File: config.mk
export PLATFORM = sky130hd
export DESIGN_NAME = ahc_ctrl
export DESIGN_NICKNAME = d
export VERILOG_FILES = /design/src/hdl/ahc_pkg.sv /design/src/hdl/ahc_ctrl.sv
export SDC_FILE = /design/constraint.sdc
export NUM_CORES = 1
export LEC_CHECK = 0
export BUFFER_PORTS_ARGS = -buffer_cell sky130_fd_sc_hd__buf_2
export CORE_MARGIN = 3
export CORE_UTILIZATION = 64
export DETAILED_ROUTE_END_ITERATION = 8
export PLACE_DENSITY = 0.93
export SLEW_MARGIN = 30
export SYNTH_ARGS = -nofsm -noshare
export SYNTH_HDL_FRONTEND = slang
export SYNTH_SLANG_ARGS = --single-unit
File: constraint.sdc
create_clock -name clk -period 5.3 [get_ports clk]
set_input_delay 1.325 -clock clk [delete_from_list [all_inputs] [get_ports clk]]
set_output_delay 1.325 -clock clk [all_outputs]
set_load 0.05 [all_outputs]
File: src/hdl/ahc_pkg.sv
`timescale 1ns / 1ps

package ahc_pkg;

  // Alphabet and tree geometry
  localparam int ALPHABET_SIZE = 314;
  localparam int CODE_WIDTH    = 16;
  localparam int NODE_TOTAL    = 2 * ALPHABET_SIZE - 1;
  localparam int ROOT          = NODE_TOTAL - 1;
  localparam int LINK_TOTAL    = NODE_TOTAL + ALPHABET_SIZE;
  localparam int COUNT_DEPTH   = NODE_TOTAL + 1;
  localparam int CHILD_DEPTH   = NODE_TOTAL + 1;

  // Field and storage widths
  localparam int IDX_W   = $clog2(LINK_TOTAL);
  localparam int CNT_W   = 16;
  localparam int SYM_W   = 9;
  localparam int LEN_W   = 5;
  localparam int LIMIT_W = 16;
  localparam int BIT_W   = $clog2(CODE_WIDTH);

  // Typed constants
  localparam logic [IDX_W-1:0] IDX_NODES     = IDX_W'(NODE_TOTAL);
  localparam logic [IDX_W-1:0] IDX_ROOT      = IDX_W'(ROOT);
  localparam logic [IDX_W-1:0] IDX_ALPHA     = IDX_W'(ALPHABET_SIZE);
  localparam logic [IDX_W-1:0] IDX_LAST_LEAF = IDX_W'(ALPHABET_SIZE - 1);
  localparam logic [IDX_W-1:0] IDX_LAST_NODE = IDX_W'(ROOT - 1);
  localparam logic [IDX_W-1:0] IDX_ONE       = IDX_W'(1);
  localparam logic [IDX_W-1:0] IDX_TWO       = IDX_W'(2);
  localparam logic [IDX_W-1:0] IDX_ZERO      = '0;
  localparam logic [IDX_W-1:0] LEN_CODE      = IDX_W'(CODE_WIDTH);
  localparam logic [BIT_W-1:0] LOOK_TOP      = BIT_W'(CODE_WIDTH - 1);
  localparam logic [CNT_W-1:0] CNT_ONE       = CNT_W'(1);
  localparam logic [CNT_W-1:0] COUNT_END     = 16'hffff;
  localparam logic [LIMIT_W-1:0] LIMIT_RESET = 16'h8000;

  // Datapath micro-operations
  typedef enum logic [5:0] {
    OP_INIT_LEAF, OP_INIT_NA, OP_INIT_NB, OP_INIT_NC, OP_INIT_END,
    OP_LOAD, OP_DISPATCH, OP_ENC_STEP, OP_DEC_STEP, OP_EMIT,
    OP_BMP_START, OP_BMP_RT,
    OP_RB1_HEAD, OP_RB1_CHK,
    OP_RB2_HEAD, OP_RB2_A, OP_RB2_B, OP_RB2_SCAN, OP_RB2_SCANC, OP_RB2_PUT,
    OP_RB3_HEAD, OP_RB3_A, OP_RB3_B,
    OP_BMP_LEAF, OP_BMP_C, OP_BMP_HEAD, OP_BMP_INC, OP_BMP_CMP,
    OP_BMP_SRCH, OP_BMP_SRCHC,
    OP_BMP_SW0, OP_BMP_SW1, OP_BMP_SW2, OP_BMP_SW3, OP_BMP_SW4, OP_BMP_SW5,
    OP_BMP_PAR, OP_BMP_PARC
  } op_t;

  typedef struct packed {
    op_t op;
  } cmd_t;

  typedef struct packed {
    logic func;
    logic skip;
    logic init_leaf_last;
    logic init_node_last;
    logic enc_more;
    logic dec_more;
    logic out_free;
    logic root_over;
    logic rb1_more;
    logic rb2_more;
    logic scan_more;
    logic scan_less;
    logic rb3_more;
    logic rb3_pair;
    logic head_ok;
    logic bigger;
    logic srch_more;
    logic par_zero;
  } status_t;

endpackage

File: src/hdl/ahc_ctrl.sv
`timescale 1ns / 1ps

module ahc_ctrl import ahc_pkg::*; (
  input  logic    clk,
  input  logic    rst_n,
  input  logic    in_valid,
  input  status_t st,
  output cmd_t    cmd,
  output logic    in_ready
);

  localparam int STATE_W = 38;

  typedef enum logic [STATE_W-1:0] {
    S_INIT_LEAF = STATE_W'(1) << 0,
    S_INIT_NA   = STATE_W'(1) << 1,
    S_INIT_NB   = STATE_W'(1) << 2,
    S_INIT_NC   = STATE_W'(1) << 3,
    S_INIT_END  = STATE_W'(1) << 4,
    S_IDLE      = STATE_W'(1) << 5,
    S_DISPATCH  = STATE_W'(1) << 6,
    S_ENC_STEP  = STATE_W'(1) << 7,
    S_DEC_STEP  = STATE_W'(1) << 8,
    S_EMIT      = STATE_W'(1) << 9,
    S_BMP_START = STATE_W'(1) << 10,
    S_BMP_RT    = STATE_W'(1) << 11,
    S_RB1_HEAD  = STATE_W'(1) << 12,
    S_RB1_CHK   = STATE_W'(1) << 13,
    S_RB2_HEAD  = STATE_W'(1) << 14,
    S_RB2_A     = STATE_W'(1) << 15,
    S_RB2_B     = STATE_W'(1) << 16,
    S_RB2_SCAN  = STATE_W'(1) << 17,
    S_RB2_SCANC = STATE_W'(1) << 18,
    S_RB2_PUT   = STATE_W'(1) << 19,
    S_RB3_HEAD  = STATE_W'(1) << 20,
    S_RB3_A     = STATE_W'(1) << 21,
    S_RB3_B     = STATE_W'(1) << 22,
    S_BMP_LEAF  = STATE_W'(1) << 23,
    S_BMP_C     = STATE_W'(1) << 24,
    S_BMP_HEAD  = STATE_W'(1) << 25,
    S_BMP_INC   = STATE_W'(1) << 26,
    S_BMP_CMP   = STATE_W'(1) << 27,
    S_BMP_SRCH  = STATE_W'(1) << 28,
    S_BMP_SRCHC = STATE_W'(1) << 29,
    S_BMP_SW0   = STATE_W'(1) << 30,
    S_BMP_SW1   = STATE_W'(1) << 31,
    S_BMP_SW2   = STATE_W'(1) << 32,
    S_BMP_SW3   = STATE_W'(1) << 33,
    S_BMP_SW4   = STATE_W'(1) << 34,
    S_BMP_SW5   = STATE_W'(1) << 35,
    S_BMP_PAR   = STATE_W'(1) << 36,
    S_BMP_PARC  = STATE_W'(1) << 37
  } state_t;

  state_t state_r, state_nxt;

  // Advance the state
  always_ff @(posedge clk) begin
    if (!rst_n) begin
      state_r <= S_INIT_LEAF;
    end else begin
      state_r <= state_nxt;
    end
  end

  // Pick the next state from datapath status
  always_comb begin
    state_nxt = state_r;
    case (state_r)
      S_INIT_LEAF: if (st.init_leaf_last) state_nxt = S_INIT_NA;
      S_INIT_NA:   state_nxt = S_INIT_NB;
      S_INIT_NB:   state_nxt = S_INIT_NC;
      S_INIT_NC:   state_nxt = st.init_node_last ? S_INIT_END : S_INIT_NA;
      S_INIT_END:  state_nxt = S_IDLE;
      S_IDLE:      if (in_valid) state_nxt = S_DISPATCH;
      S_DISPATCH: begin
        if (st.func) state_nxt = S_DEC_STEP;
        else if (st.skip) state_nxt = S_EMIT;
        else state_nxt = S_ENC_STEP;
      end
      S_ENC_STEP:  if (!st.enc_more) state_nxt = S_EMIT;
      S_DEC_STEP:  if (!st.dec_more) state_nxt = S_EMIT;
      S_EMIT:      if (st.out_free) state_nxt = st.skip ? S_IDLE : S_BMP_START;
      S_BMP_START: state_nxt = S_BMP_RT;
      S_BMP_RT:    state_nxt = st.root_over ? S_RB1_HEAD : S_BMP_LEAF;
      S_RB1_HEAD:  state_nxt = st.rb1_more ? S_RB1_CHK : S_RB2_HEAD;
      S_RB1_CHK:   state_nxt = S_RB1_HEAD;
      S_RB2_HEAD:  state_nxt = st.rb2_more ? S_RB2_A : S_RB3_HEAD;
      S_RB2_A:     state_nxt = S_RB2_B;
      S_RB2_B:     state_nxt = S_RB2_SCAN;
      S_RB2_SCAN:  state_nxt = st.scan_more ? S_RB2_SCANC : S_RB2_PUT;
      S_RB2_SCANC: state_nxt = st.scan_less ? S_RB2_SCAN : S_RB2_PUT;
      S_RB2_PUT:   state_nxt = S_RB2_HEAD;
      S_RB3_HEAD:  state_nxt = st.rb3_more ? S_RB3_A : S_BMP_LEAF;
      S_RB3_A:     state_nxt = st.rb3_pair ? S_RB3_B : S_RB3_HEAD;
      S_RB3_B:     state_nxt = S_RB3_HEAD;
      S_BMP_LEAF:  state_nxt = S_BMP_C;
      S_BMP_C:     state_nxt = S_BMP_HEAD;
      S_BMP_HEAD:  state_nxt = st.head_ok ? S_BMP_INC : S_IDLE;
      S_BMP_INC:   state_nxt = S_BMP_CMP;
      S_BMP_CMP:   state_nxt = st.bigger ? S_BMP_SRCH : S_BMP_PAR;
      S_BMP_SRCH:  state_nxt = st.srch_more ? S_BMP_SRCHC : S_BMP_SW0;
      S_BMP_SRCHC: state_nxt = st.bigger ? S_BMP_SRCH : S_BMP_SW0;
      S_BMP_SW0:   state_nxt = S_BMP_SW1;
      S_BMP_SW1:   state_nxt = S_BMP_SW2;
      S_BMP_SW2:   state_nxt = S_BMP_SW3;
      S_BMP_SW3:   state_nxt = S_BMP_SW4;
      S_BMP_SW4:   state_nxt = S_BMP_SW5;
      S_BMP_SW5:   state_nxt = S_BMP_PAR;
      S_BMP_PAR:   state_nxt = S_BMP_PARC;
      S_BMP_PARC:  state_nxt = st.par_zero ? S_IDLE : S_BMP_HEAD;
      default:     state_nxt = S_INIT_LEAF;
    endcase
  end

  // Map each state to its datapath command
  always_comb begin
    cmd.op = OP_LOAD;
    case (state_r)
      S_INIT_LEAF: cmd.op = OP_INIT_LEAF;
      S_INIT_NA:   cmd.op = OP_INIT_NA;
      S_INIT_NB:   cmd.op = OP_INIT_NB;
      S_INIT_NC:   cmd.op = OP_INIT_NC;
      S_INIT_END:  cmd.op = OP_INIT_END;
      S_IDLE:      cmd.op = OP_LOAD;
      S_DISPATCH:  cmd.op = OP_DISPATCH;
      S_ENC_STEP:  cmd.op = OP_ENC_STEP;
      S_DEC_STEP:  cmd.op = OP_DEC_STEP;
      S_EMIT:      cmd.op = OP_EMIT;
      S_BMP_START: cmd.op = OP_BMP_START;
      S_BMP_RT:    cmd.op = OP_BMP_RT;
      S_RB1_HEAD:  cmd.op = OP_RB1_HEAD;
      S_RB1_CHK:   cmd.op = OP_RB1_CHK;
      S_RB2_HEAD:  cmd.op = OP_RB2_HEAD;
      S_RB2_A:     cmd.op = OP_RB2_A;
      S_RB2_B:     cmd.op = OP_RB2_B;
      S_RB2_SCAN:  cmd.op = OP_RB2_SCAN;
      S_RB2_SCANC: cmd.op = OP_RB2_SCANC;
      S_RB2_PUT:   cmd.op = OP_RB2_PUT;
      S_RB3_HEAD:  cmd.op = OP_RB3_HEAD;
      S_RB3_A:     cmd.op = OP_RB3_A;
      S_RB3_B:     cmd.op = OP_RB3_B;
      S_BMP_LEAF:  cmd.op = OP_BMP_LEAF;
      S_BMP_C:     cmd.op = OP_BMP_C;
      S_BMP_HEAD:  cmd.op = OP_BMP_HEAD;
      S_BMP_INC:   cmd.op = OP_BMP_INC;
      S_BMP_CMP:   cmd.op = OP_BMP_CMP;
      S_BMP_SRCH:  cmd.op = OP_BMP_SRCH;
      S_BMP_SRCHC: cmd.op = OP_BMP_SRCHC;
      S_BMP_SW0:   cmd.op = OP_BMP_SW0;
      S_BMP_SW1:   cmd.op = OP_BMP_SW1;
      S_BMP_SW2:   cmd.op = OP_BMP_SW2;
      S_BMP_SW3:   cmd.op = OP_BMP_SW3;
      S_BMP_SW4:   cmd.op = OP_BMP_SW4;
      S_BMP_SW5:   cmd.op = OP_BMP_SW5;
      S_BMP_PAR:   cmd.op = OP_BMP_PAR;
      S_BMP_PARC:  cmd.op = OP_BMP_PARC;
      default:     cmd.op = OP_LOAD;
    endcase
  end

  assign in_ready = (state_r == S_IDLE);

endmodule

=== Word-level counts from Yosys, hierarchy flattened ===
Cells that the tools add are included.

* Output and inout bits: 7
* Bits in registers: 38
* Logic and storage cells: 68
* Input bits: 21

* Equality and inequality tests: 43
* Reduce and logical (&&, ||, !) cells: 1
* Mux-type cells: 23

{| class="wikitable"
|+ Operator list
! kind !! number
|-
| one-hot mux 38 bit (38 select lines) || 1
|-
| one-hot mux 6 bit (37 select lines) || 1
|-
| 2-to-1 mux 38 bit || 5
|-
| 2-to-1 mux 31 bit || 2
|-
| 2-to-1 mux 24 bit || 2
|-
| 2-to-1 mux 20 bit || 2
|-
| equality test 38 x 1 -> 1 bit (second input constant) || 1
|-
| equality test 38 x 10 -> 1 bit (second input constant) || 1
|-
| equality test 38 x 11 -> 1 bit (second input constant) || 1
|-
| equality test 38 x 12 -> 1 bit (second input constant) || 1
|-
| equality test 38 x 13 -> 1 bit (second input constant) || 1
|-
| equality test 38 x 14 -> 1 bit (second input constant) || 1
|-
| equality test 38 x 15 -> 1 bit (second input constant) || 1
|-
| equality test 38 x 16 -> 1 bit (second input constant) || 1
|-
| equality test 38 x 17 -> 1 bit (second input constant) || 1
|-
| equality test 38 x 18 -> 1 bit (second input constant) || 1
|-
| equality test 38 x 19 -> 1 bit (second input constant) || 1
|-
| equality test 38 x 2 -> 1 bit (second input constant) || 1
|-
| equality test 38 x 20 -> 1 bit (second input constant) || 1
|-
| equality test 38 x 21 -> 1 bit (second input constant) || 1
|-
| equality test 38 x 22 -> 1 bit (second input constant) || 1
|-
| equality test 38 x 23 -> 1 bit (second input constant) || 1
|-
| equality test 38 x 24 -> 1 bit (second input constant) || 1
|-
| equality test 38 x 25 -> 1 bit (second input constant) || 1
|-
| 31 further kinds || 36
|}

=== Depth between registers and ports, before layout ===
Gate-level depths: netlist of the first run.

* Word-level depth: 3
* Mapped depth: 8
* Gate-level depth less buffers: 6

=== Worst setup path before layout of the first run ===
No wires, ideal clock.

* Path type: register to output
* From: reg state_r[12]
* To: out cmd[0] (netlist bit)
* Setup slack: 1.699 ns
* Path buffers: 2
* Data required time: 3.975 ns
* Cell stages (with the launch flop): 9
* Data arrival time: 2.276 ns
* Cells stage by stage: dfxtp_1 clkbuf_1 nor4_2 nand4_2 buf_2 nor3_1 nor3_1 nand4_1 nand4b_1

{| class="wikitable"
|+ RTL lines
! element !! line !! source
|-
| start: declaration || ahc_ctrl.sv:55 || <nowiki>state_t state_r, state_nxt;</nowiki>
|-
| start signal: assignment || ahc_ctrl.sv:62 || <nowiki>state_r <= state_nxt;</nowiki>
|-
| end: declaration || ahc_ctrl.sv:8 || <nowiki>output cmd_t cmd,</nowiki>
|}

==> metrics, run 1 <==
drt initial violations=~320; antenna viol nets, final=0; WS Path Type=reg2out; Clock Latency Late Sink=about 0.30 ns; total gr overflow=0; # resized after CTS=0; Post-Synthesis Cell Area=around 2600 um^2; hpwl dp=roughly 5.2 mm; PD cells=~340 nW/um^2; leakage=around 1.2 nW; port bufs=27; initial antenna violation count=0; top-area cell type share of the netlist area=0.2891; FMAX=between 200 and 250 MHz; Top Registers=state_r (38); Initial Util=0.6927; Routed WL=6.952 mm; post-layout net count=between 300 and 400; Finished Cell Area=2897 um^2; Synth Register Bits=38; die span in x=between 70 and 80 um; count leader, synth=nor2_1; max_cap viols=0; Slew @ Worst Pin=0.5905 ns; CP Capture Type=output port; first drt pass iteration count=6; crit start category=flip-flop; met3 routed WL=around 640 um; Slew Viols, Final=0; HP Class=reg2reg; CTS H-tree lvls=2; Clock Skew=0.004494 ns; CTS root buf=clkbuf_8; Netlist cell types=56; Chip Height=about 70 um; DP Area=~2800 um^2; unrepaired setup endpoints after global routing=false; Yosys warnings=0; Max stage delay on crit path=~0.67 ns; Reg clk slew, reported paths=0.08 ns; setup_tns=0 ns; Rel. slew slack=0.6027; Sink Count=38; Post-synth EDFFs=0; share of post-route cells with drive strength above 1=0.1600; n_diodes=0; Wirelength per Cell=approximately 17 um; # rows=22; leading area contributor after synthesis=dfxtp_1; Area growth syn-to-layout=10.08%; delay-heaviest family, CP=simple AND/OR/NAND/NOR gates; crit path buf inv count=1; Crit-path slowest cell=nor4_1; highest metal used=met4; Synth Net Count=352; first-pass GRT wire length=11.45 mm; GRT Total Usage=0.2845; via count=between 2,000 and 3,000; largest net degree at the start of global routing=23; Final setup viols=0; TritonCTS buffer count=5; Die Area=about 4900 um^2; Final min period=4.242 ns; WL met1=approximately 3 mm; critical path peak fanout=17; commonest cells in the netlist=39 x nor2_1, 38 x dfxtp_1, 29 x nand2_1; register area share after synthesis=0.2891; gp weighted congestion=approximately 0.95; maximum vdd drop=between 200 and 250 uV; vias in the first global route=between 2,000 and 2,500; top cells by area, synth=dfxtp_1 29%, nor2_1 5.6%, nor4_4 4.9%; Cells after Synth=about 330; reg2reg setup slack=between 2 and 3 ns; core box area=about 3800 um^2; Synth async-reset ratio=0; clk buf depth=2; CTS tree=done; I/O pins=28; final hold vios=0; Syn Area/Cell=roughly 8 um^2; post-CTS setup buffers=0; required time worst endpoint=roughly 4 ns; max FFs per register=38; DRC Markers=0; vias per cell=6.920; met2 wire len=between 3 and 4 mm; ys flop type=dfxtp_1; period utilization=0.8004; critical path, cell by cell=nor4_2 -> nand4_2 -> nor4_1 -> a21oi_1 -> and3_1 -> nand4_1 -> buf_2; CP arrival=2.92 ns; Largest Register=state_r; # hold bufs at CTS=0; status=finished clean
[layout make-up]
type | count | area (um^2)
Tap cell | 48 | 60.06
Inverter | 12 | 45.04
Timing Repair Buffer | 27 | 135.1
Clock inverter | 2 | 60.06
Clock buffer | 6 | 82.58
Sequential cell | 38 | 760.7
Fill cell | 275 | 902.1
Multi-Input combinational cell | 265 | 1753
[final timing paths]
check,to,depth (start not counted),start
setup / recovery,cmd[2],7,state_r[12]
setup reg to reg,state_r[14],6,state_r[33]
hold / removal,state_r[16],2,state_r[15]
hold reg to reg,state_r[16],2,state_r[15]
[layer usage]
| metal | vias up | global-route usage |
|---|---|---|
| li1 | 1308 | - |
| met1 | 1276 | 0.3894 |
| met2 | 146 | 0.4302 |
| met3 | 24 | 0.06619 |
| met4 | 0 | 0.1128 |
| met5 | - | 0 |
[placed cells by master (no fill, tap or decap), types with 7 or more instances in the layout]
master,n
or4_1,8
nor3_1,18
nand2_1,29
nor4b_1,11
nand4_1,17
nor2_1,39
buf_2,27
nand4b_1,7
dfxtp_1,38
nor4_1,12
nand3_1,10
o21ai_0,12
xor2_1,10
nor2b_1,10
inv_1,12
[tightest hold or removal path, delay by kind of cell (launching register included)]
kind                   cells  cell delay (ns)
buffers and inverters      1             0.08
DFF                        1             0.39
and+or+nand+nor            1             0.05
[stage by stage]
| stage | utilization | std cells | power (mW) | hold slack, ns | worst slack, ns |
|---|---|---|---|---|---|
| floorplan | - | 331 | 0.5945 | 0.5024 | 1.699 |
| global placement | 0.7250 | 390 | 0.6627 | 0.5279 | 1.471 |
| detailed placement | 0.7250 | 390 | 0.6658 | 0.5556 | 1.403 |
| CTS | 0.7625 | 398 | 0.9722 | 0.5647 | 1.094 |
| global route | 0.7625 | 398 | 1.016 | 0.5828 | 0.8141 |
| finish | 0.7625 | 398 | 0.9779 | 0.5691 | 1.058 |
[power by group]
group,total [mW],internal (mW),leakage (nW),switching [mW]
registers,0.322,0.296,0.307,0.0255
clock network,0.308,0.201,0.0714,0.107
logic,0.348,0.109,0.832,0.239
[cells by family after synthesis]
logic type / after synthesis / share of synthesized area
and+or+nand+nor: 202 / 0.4850
DFF: 38 / 0.2891
xor gates and xnor gates: 12 / 0.03994
buffers and inverters: 28 / 0.04470
muxes: 1 / 0.004279
AOI/OAI and AO/OA: 50 / 0.1370
No activity file was read; power rests on OpenSTA's default activity.
==> run 2: changes to the inputs <==
--- a/config.mk
+++ b/config.mk
@@ -7,9 +7,9 @@
 export LEC_CHECK = 0
 export BUFFER_PORTS_ARGS = -buffer_cell sky130_fd_sc_hd__buf_2
 export CORE_MARGIN = 3
-export CORE_UTILIZATION = 64
+export CORE_UTILIZATION = 53
 export DETAILED_ROUTE_END_ITERATION = 8
-export PLACE_DENSITY = 0.93
+export PLACE_DENSITY = 0.83
 export SLEW_MARGIN = 30
 export SYNTH_ARGS = -nofsm -noshare
 export SYNTH_HDL_FRONTEND = slang
==> constraint.sdc (replaced) <==
create_clock -name clk -period 3.9 [get_ports clk]
set_input_delay 0.975 -clock clk [delete_from_list [all_inputs] [get_ports clk]]
set_output_delay 0.975 -clock clk [all_outputs]
set_load 0.05 [all_outputs]
==> run 2 against run 1 <==
Die area is 19% higher. Worst setup slack worse by 0.90 ns. Clock skew is 0.0028 ns higher. Clock power is 7.5% lower. Power is 24% higher. Clock-buffer cell count is 1 higher. Sequential share of layout area is 0.75 points lower. Wire length is 1.8% higher. Sequential cell count stayed put. Core utilization is 14 points lower. Register-to-register slack worse by 1.3 ns. Non-clock buffer count is 7 higher. Largest power group unchanged.
==> metrics, run 2 (synthesis results as in run 1) <==
status=finished clean; Wirelength per Cell=approximately 17 um; period utilization=0.9596; post-layout net count=roughly 380; core box area=4755 um^2; drt initial violations=about 250; Final setup viols=0; first drt pass iteration count=5; vias in the first global route=~2,400; Area growth syn-to-layout=13.31%; CTS root buf=clkbuf_8; port bufs=27; Top Registers=state_r (38); Clock Latency Late Sink=about 0.30 ns; FMAX=around 270 MHz; Inst Count DP=between 400 and 500; HP Class=reg2reg; PD cells=406.3 nW/um^2; Rel. slew slack=0.6313; leakage=between 1 and 1.5 nW; Reg clk slew, reported paths=roughly 0.070 ns; post-route core utilization=0.6271; max FFs per register=38; Initial Util=0.5534; gp weighted congestion=between 0.9 and 1; Final Non-Filler Cells=424; final hold vios=0; GRT Total Usage=0.2435; clk buf depth=2; CTS H-tree lvls=2; largest net degree at the start of global routing=23; Final min period=3.742 ns; first-pass GRT wire length=about 12 mm; initial antenna violation count=0; WS Path Type=reg2out; # hold bufs at CTS=0; required time worst endpoint=~2.9 ns; CTS tree=done; max_cap viols=0; total power draw=approximately 1.2 mW; CP Capture Type=output port; Slew Viols, Final=0; Sink Count=38; most frequent cells in the layout=38 x nor2_1, 38 x dfxtp_1, 28 x nand2_1; vias per cell=6.300; DRC Markers=0; antenna viol nets, final=0; Routed WL=a little over 7 mm; maximum vdd drop=212.8 uV; critical path peak fanout=17; I/O pins=28; share of post-route cells with drive strength above 1=0.1849; via count=2,671; Finished Cell Area=2982 um^2; DP Area=approximately 2800 um^2; TritonCTS buffer count=5; Die Area=approximately 6000 um^2; Chip Height=76.46 um; die span in x=roughly 76 um; n_diodes=0; # rows=25; crit start category=flip-flop; Largest Register=state_r; hpwl dp=approximately 5.3 mm; Clock Skew=approximately 0.0073 ns; CP arrival=between 2 and 3 ns; total gr overflow=0; setup_tns=0 ns; Slew @ Worst Pin=between 0.5 and 0.6 ns
==> run 2: cell count changes in the layout (fill, tap and decap cells not counted), sizes merged <==
cell    before  now
clkbuf       6    7
bufinv       2    0
buf         27   34
clkinv       0    1
==> run 2: critical path, stage by stage, from the launching register on <==
cell and delay (ns):
dfxtp_1 0.39, nor4_4 0.50, nand4_4 0.34, or4_1 0.65, o2111ai_1 0.12, a211oi_1 0.06
nand4b_1 0.12, buf_2 0.27
==> run 2: stage by stage <==
stage	hold WS (ns)	setup WS (ns)
after global placement	0.5327	0.4308
after floorplan	0.5024	0.6492
after global routing	0.5997	-0.009067
after detailed placement	0.5396	0.3898
after CTS	0.5517	0.05823
final	0.5702	0.1577
==> run 2: power breakdown <==
| group | internal, mW | switching [mW] |
|---|---|---|
| registers | 0.403 | 0.0361 |
| logic | 0.155 | 0.332 |
| clock network | 0.143 | 0.143 |
| total | 0.701 | 0.511 |
==> run 2: timing repair <==
action | 4_1_cts | 5_1_grt
setup buffers | 0 | 2
endpoints found under the setup margin | 0 | 3
gates resized for setup | 0 | 10
==> run 2: layout make-up <==
class | count | area (um^2)
Clock buffer | 7 | 86.33
Clock inverter | 1 | 5.005
Fill cell | 430 | 1773
Inverter | 12 | 45.04
Multi-Input combinational cell | 265 | 1813
Sequential cell | 38 | 760.7
Tap cell | 67 | 83.83
Timing Repair Buffer | 34 | 187.7
==> run 2: routing by layer <==
layer	GRT usage	share of wire
met4	0.08152	0.017
met5	0	0
met2	0.3691	0.44
met3	0.05201	0.074
met1	0.3423	0.47
==> run 2: final timing paths <==
path	endpoint	cells after the start	startpoint	slack, ns
hold reg to reg	state_r[24]	2	state_r[23]	0.57
hold / removal	state_r[24]	2	state_r[23]	0.57
setup / recovery	cmd[0]	7	state_r[3]	0.16
setup reg to reg	state_r[14]	6	state_r[3]	1.20
==> run 3: changes to the inputs <==
--- a/config.mk
+++ b/config.mk
@@ -7,9 +7,9 @@
 export LEC_CHECK = 0
 export BUFFER_PORTS_ARGS = -buffer_cell sky130_fd_sc_hd__buf_2
 export CORE_MARGIN = 3
-export CORE_UTILIZATION = 53
+export CORE_UTILIZATION = 40
 export DETAILED_ROUTE_END_ITERATION = 8
-export PLACE_DENSITY = 0.83
+export PLACE_DENSITY = 0.67
 export SLEW_MARGIN = 30
 export SYNTH_ARGS = -nofsm -noshare
 export SYNTH_HDL_FRONTEND = slang
==> constraint.sdc (replaced) <==
create_clock -name clk -period 3.2 [get_ports clk]
set_input_delay 0.8 -clock clk [delete_from_list [all_inputs] [get_ports clk]]
set_output_delay 0.8 -clock clk [all_outputs]
set_load 0.05 [all_outputs]
==> run 3 against run 2 <==
The run now ends with setup timing left. Worst hold slack improved by 0.024 ns. Clock skew increased by 0.0041 ns. Sequential share of layout area decreased by 3.2 points. Sequential cell count unchanged. Sequential power increased by 16%. Register-to-register slack got worse by 0.60 ns. Final cell count increased by 12%. Critical endpoint unchanged. Critical path depth unchanged.
==> metrics, run 3 (synthesis results as in run 1) <==
crit start category=flip-flop; reg2reg setup slack=roughly 0.60 ns; Wirelength per Cell=approximately 17 um; CTS tree=done; max_cap viols=0; Routed WL=~8.0 mm; total gr overflow=0; via count=between 2,000 and 3,000; Area growth syn-to-layout=30.81%; gp weighted congestion=0.9481; vias per cell=a little over 6; final hold vios=0; Gate power share=0.495; CTS H-tree lvls=2; n_diodes=0; CTS root buf=clkbuf_8; Final setup viols=2; Crit-path slowest cell=or4_1; Rel. slew slack=0.6837; Reg2Reg Depth=9; Slew Viols, Final=0; setup ws final=-0.02294 ns; Sink Count=38; Final min period=roughly 3.2 ns; critical path peak fanout=8; Chip Height=slightly below 90 um; unrepaired setup endpoints after global routing=true; PD cells=between 400 and 500 nW/um^2; CP arrival=2.42 ns; CP Depth=7; status=complete, but fails checks; HP Class=reg2reg; crit path from=state_r[20]; clock network power share=0.207; FMAX=between 300 and 400 MHz; port bufs=27; Inst Count DP=453; first drt pass iteration count=5; Largest Register=state_r; clk buf depth=2; antenna viol nets, final=0; Top Registers=state_r (38); Reg clk slew, reported paths=roughly 0.080 ns; Initial Util=0.4292; hpwl dp=slightly below 6 mm; TritonCTS buffer count=5; internal power=1.031 mW; delay-heaviest family, CP=simple AND/OR/NAND/NOR gates; largest net degree at the start of global routing=18; vias in the first global route=around 2,600; post-route core utilization=0.5614; Net Sw Frac=0.3982; maximum vdd drop=between 600 and 700 uV; commonest non-fill, non-tap cell in the layout=buf_4; required time worst endpoint=around 2.4 ns; # fillers=554; Die Area=about 7600 um^2; die span in x=between 80 and 90 um; share of post-route cells with drive strength above 1=0.3233; Max stage delay on crit path=around 0.55 ns; GRT Total Usage=0.2120; Clock Skew=0.01131 ns; crit path buf inv count=1; DRC Markers=0; leakage=1.475 nW; # rows=28; CP Capture Type=output port; Final Non-Filler Cells=around 470; most frequent cells in the layout=46 x buf_4, 38 x nor2_1, 33 x dfxtp_1; core box area=roughly 6000 um^2; first-pass GRT wire length=12.60 mm; reg2reg start=state_r[27]; CP endpoint=cmd[0]; period utilization=1.007; post-layout net count=about 420; WS Path Type=reg2out; critical path, cell by cell=nor4_4 -> nand2_2 -> or4_1 -> o2111ai_1 -> a211oi_1 -> nand4b_1 -> buf_6; Slew @ Worst Pin=about 0.47 ns; failing checks=setup timing; max FFs per register=38; worst reg2reg path endpoint=state_r[36]; Clock Latency Late Sink=about 0.31 ns; Sequential Power Share=0.297; initial antenna violation count=0; Psw=roughly 0.68 mW; I/O pins=28; drt initial violations=just over 200; # hold bufs at CTS=0
-- run 3: power groups by stage --
stage	combinational (mW)	sequential (mW)	clock [mW]
after CTS	0.798	0.509	0.362
after detailed placement	0.714	0.518	0
after global routing	0.907	0.512	0.385
final	0.849	0.509	0.355
after floorplan	0.465	0.520	0
after global placement	0.707	0.517	0
-- run 3: worst register-to-register path: cells and delay by family (launching register included) --
kind | cells | cell delay, ns
buffers and inverters | 3 | 0.58
DFF | 1 | 0.40
AOI/OAI and AO/OA | 1 | 0.21
and+or+nand+nor | 5 | 1.31
-- run 3: worst min path at each step --
stage                     slack, ns           to   startpoint  depth (start not counted)
after global routing           0.63  state_r[16]  state_r[14]                          2
after detailed placement       0.55  state_r[24]  state_r[22]                          2
after floorplan                0.50  state_r[24]  state_r[22]                          1
after CTS                      0.59  state_r[15]  state_r[15]                          2
final                          0.59  state_r[15]  state_r[15]                          2
after global placement         0.57  state_r[24]  state_r[22]                          2
-- run 3: stage by stage --
stage | power, mW | setup slack [ns] | instance area [um^2] | setup TNS [ns] | hold slack, ns
floorplan | 0.9847 | 0.1242 | 2631 | 0 | 0.5024
global placement | 1.224 | 0.09343 | 3083 | 0 | 0.5718
detailed placement | 1.232 | 0.003192 | 3083 | 0 | 0.5494
CTS | 1.669 | 0.0008020 | 3334 | 0 | 0.5949
global route | 1.804 | -0.1601 | 3442 | -0.4394 | 0.6276
finish | 1.713 | -0.02294 | 3442 | -0.04028 | 0.5941
-- run 3: final cells by class --
cell class	instances	area [um^2]	area share
flip-flops and latches	38	767.0	0.2228
clock buffers	7	86.33	0.02508
repair buffers	76	556.8	0.1618
well taps	75	93.84	0.02726
inverters	12	45.04	0.01309
multi-input cells	265	1888	0.5485
clock inverters	1	5.005	0.001454
-- run 3: timing repair --
item,4_1_cts,5_1_grt
setup endpoints to repair,4,4
buffers inserted,7,6
resized for setup,26,14
pin swaps,9,2
-- run 3: routing by layer --
layer | global-route usage | wire, um
met2 | 0.3264 | 3630
met5 | 0 | 0
met1 | 0.2907 | 3769
met4 | 0.08229 | 138
met3 | 0.04257 | 444
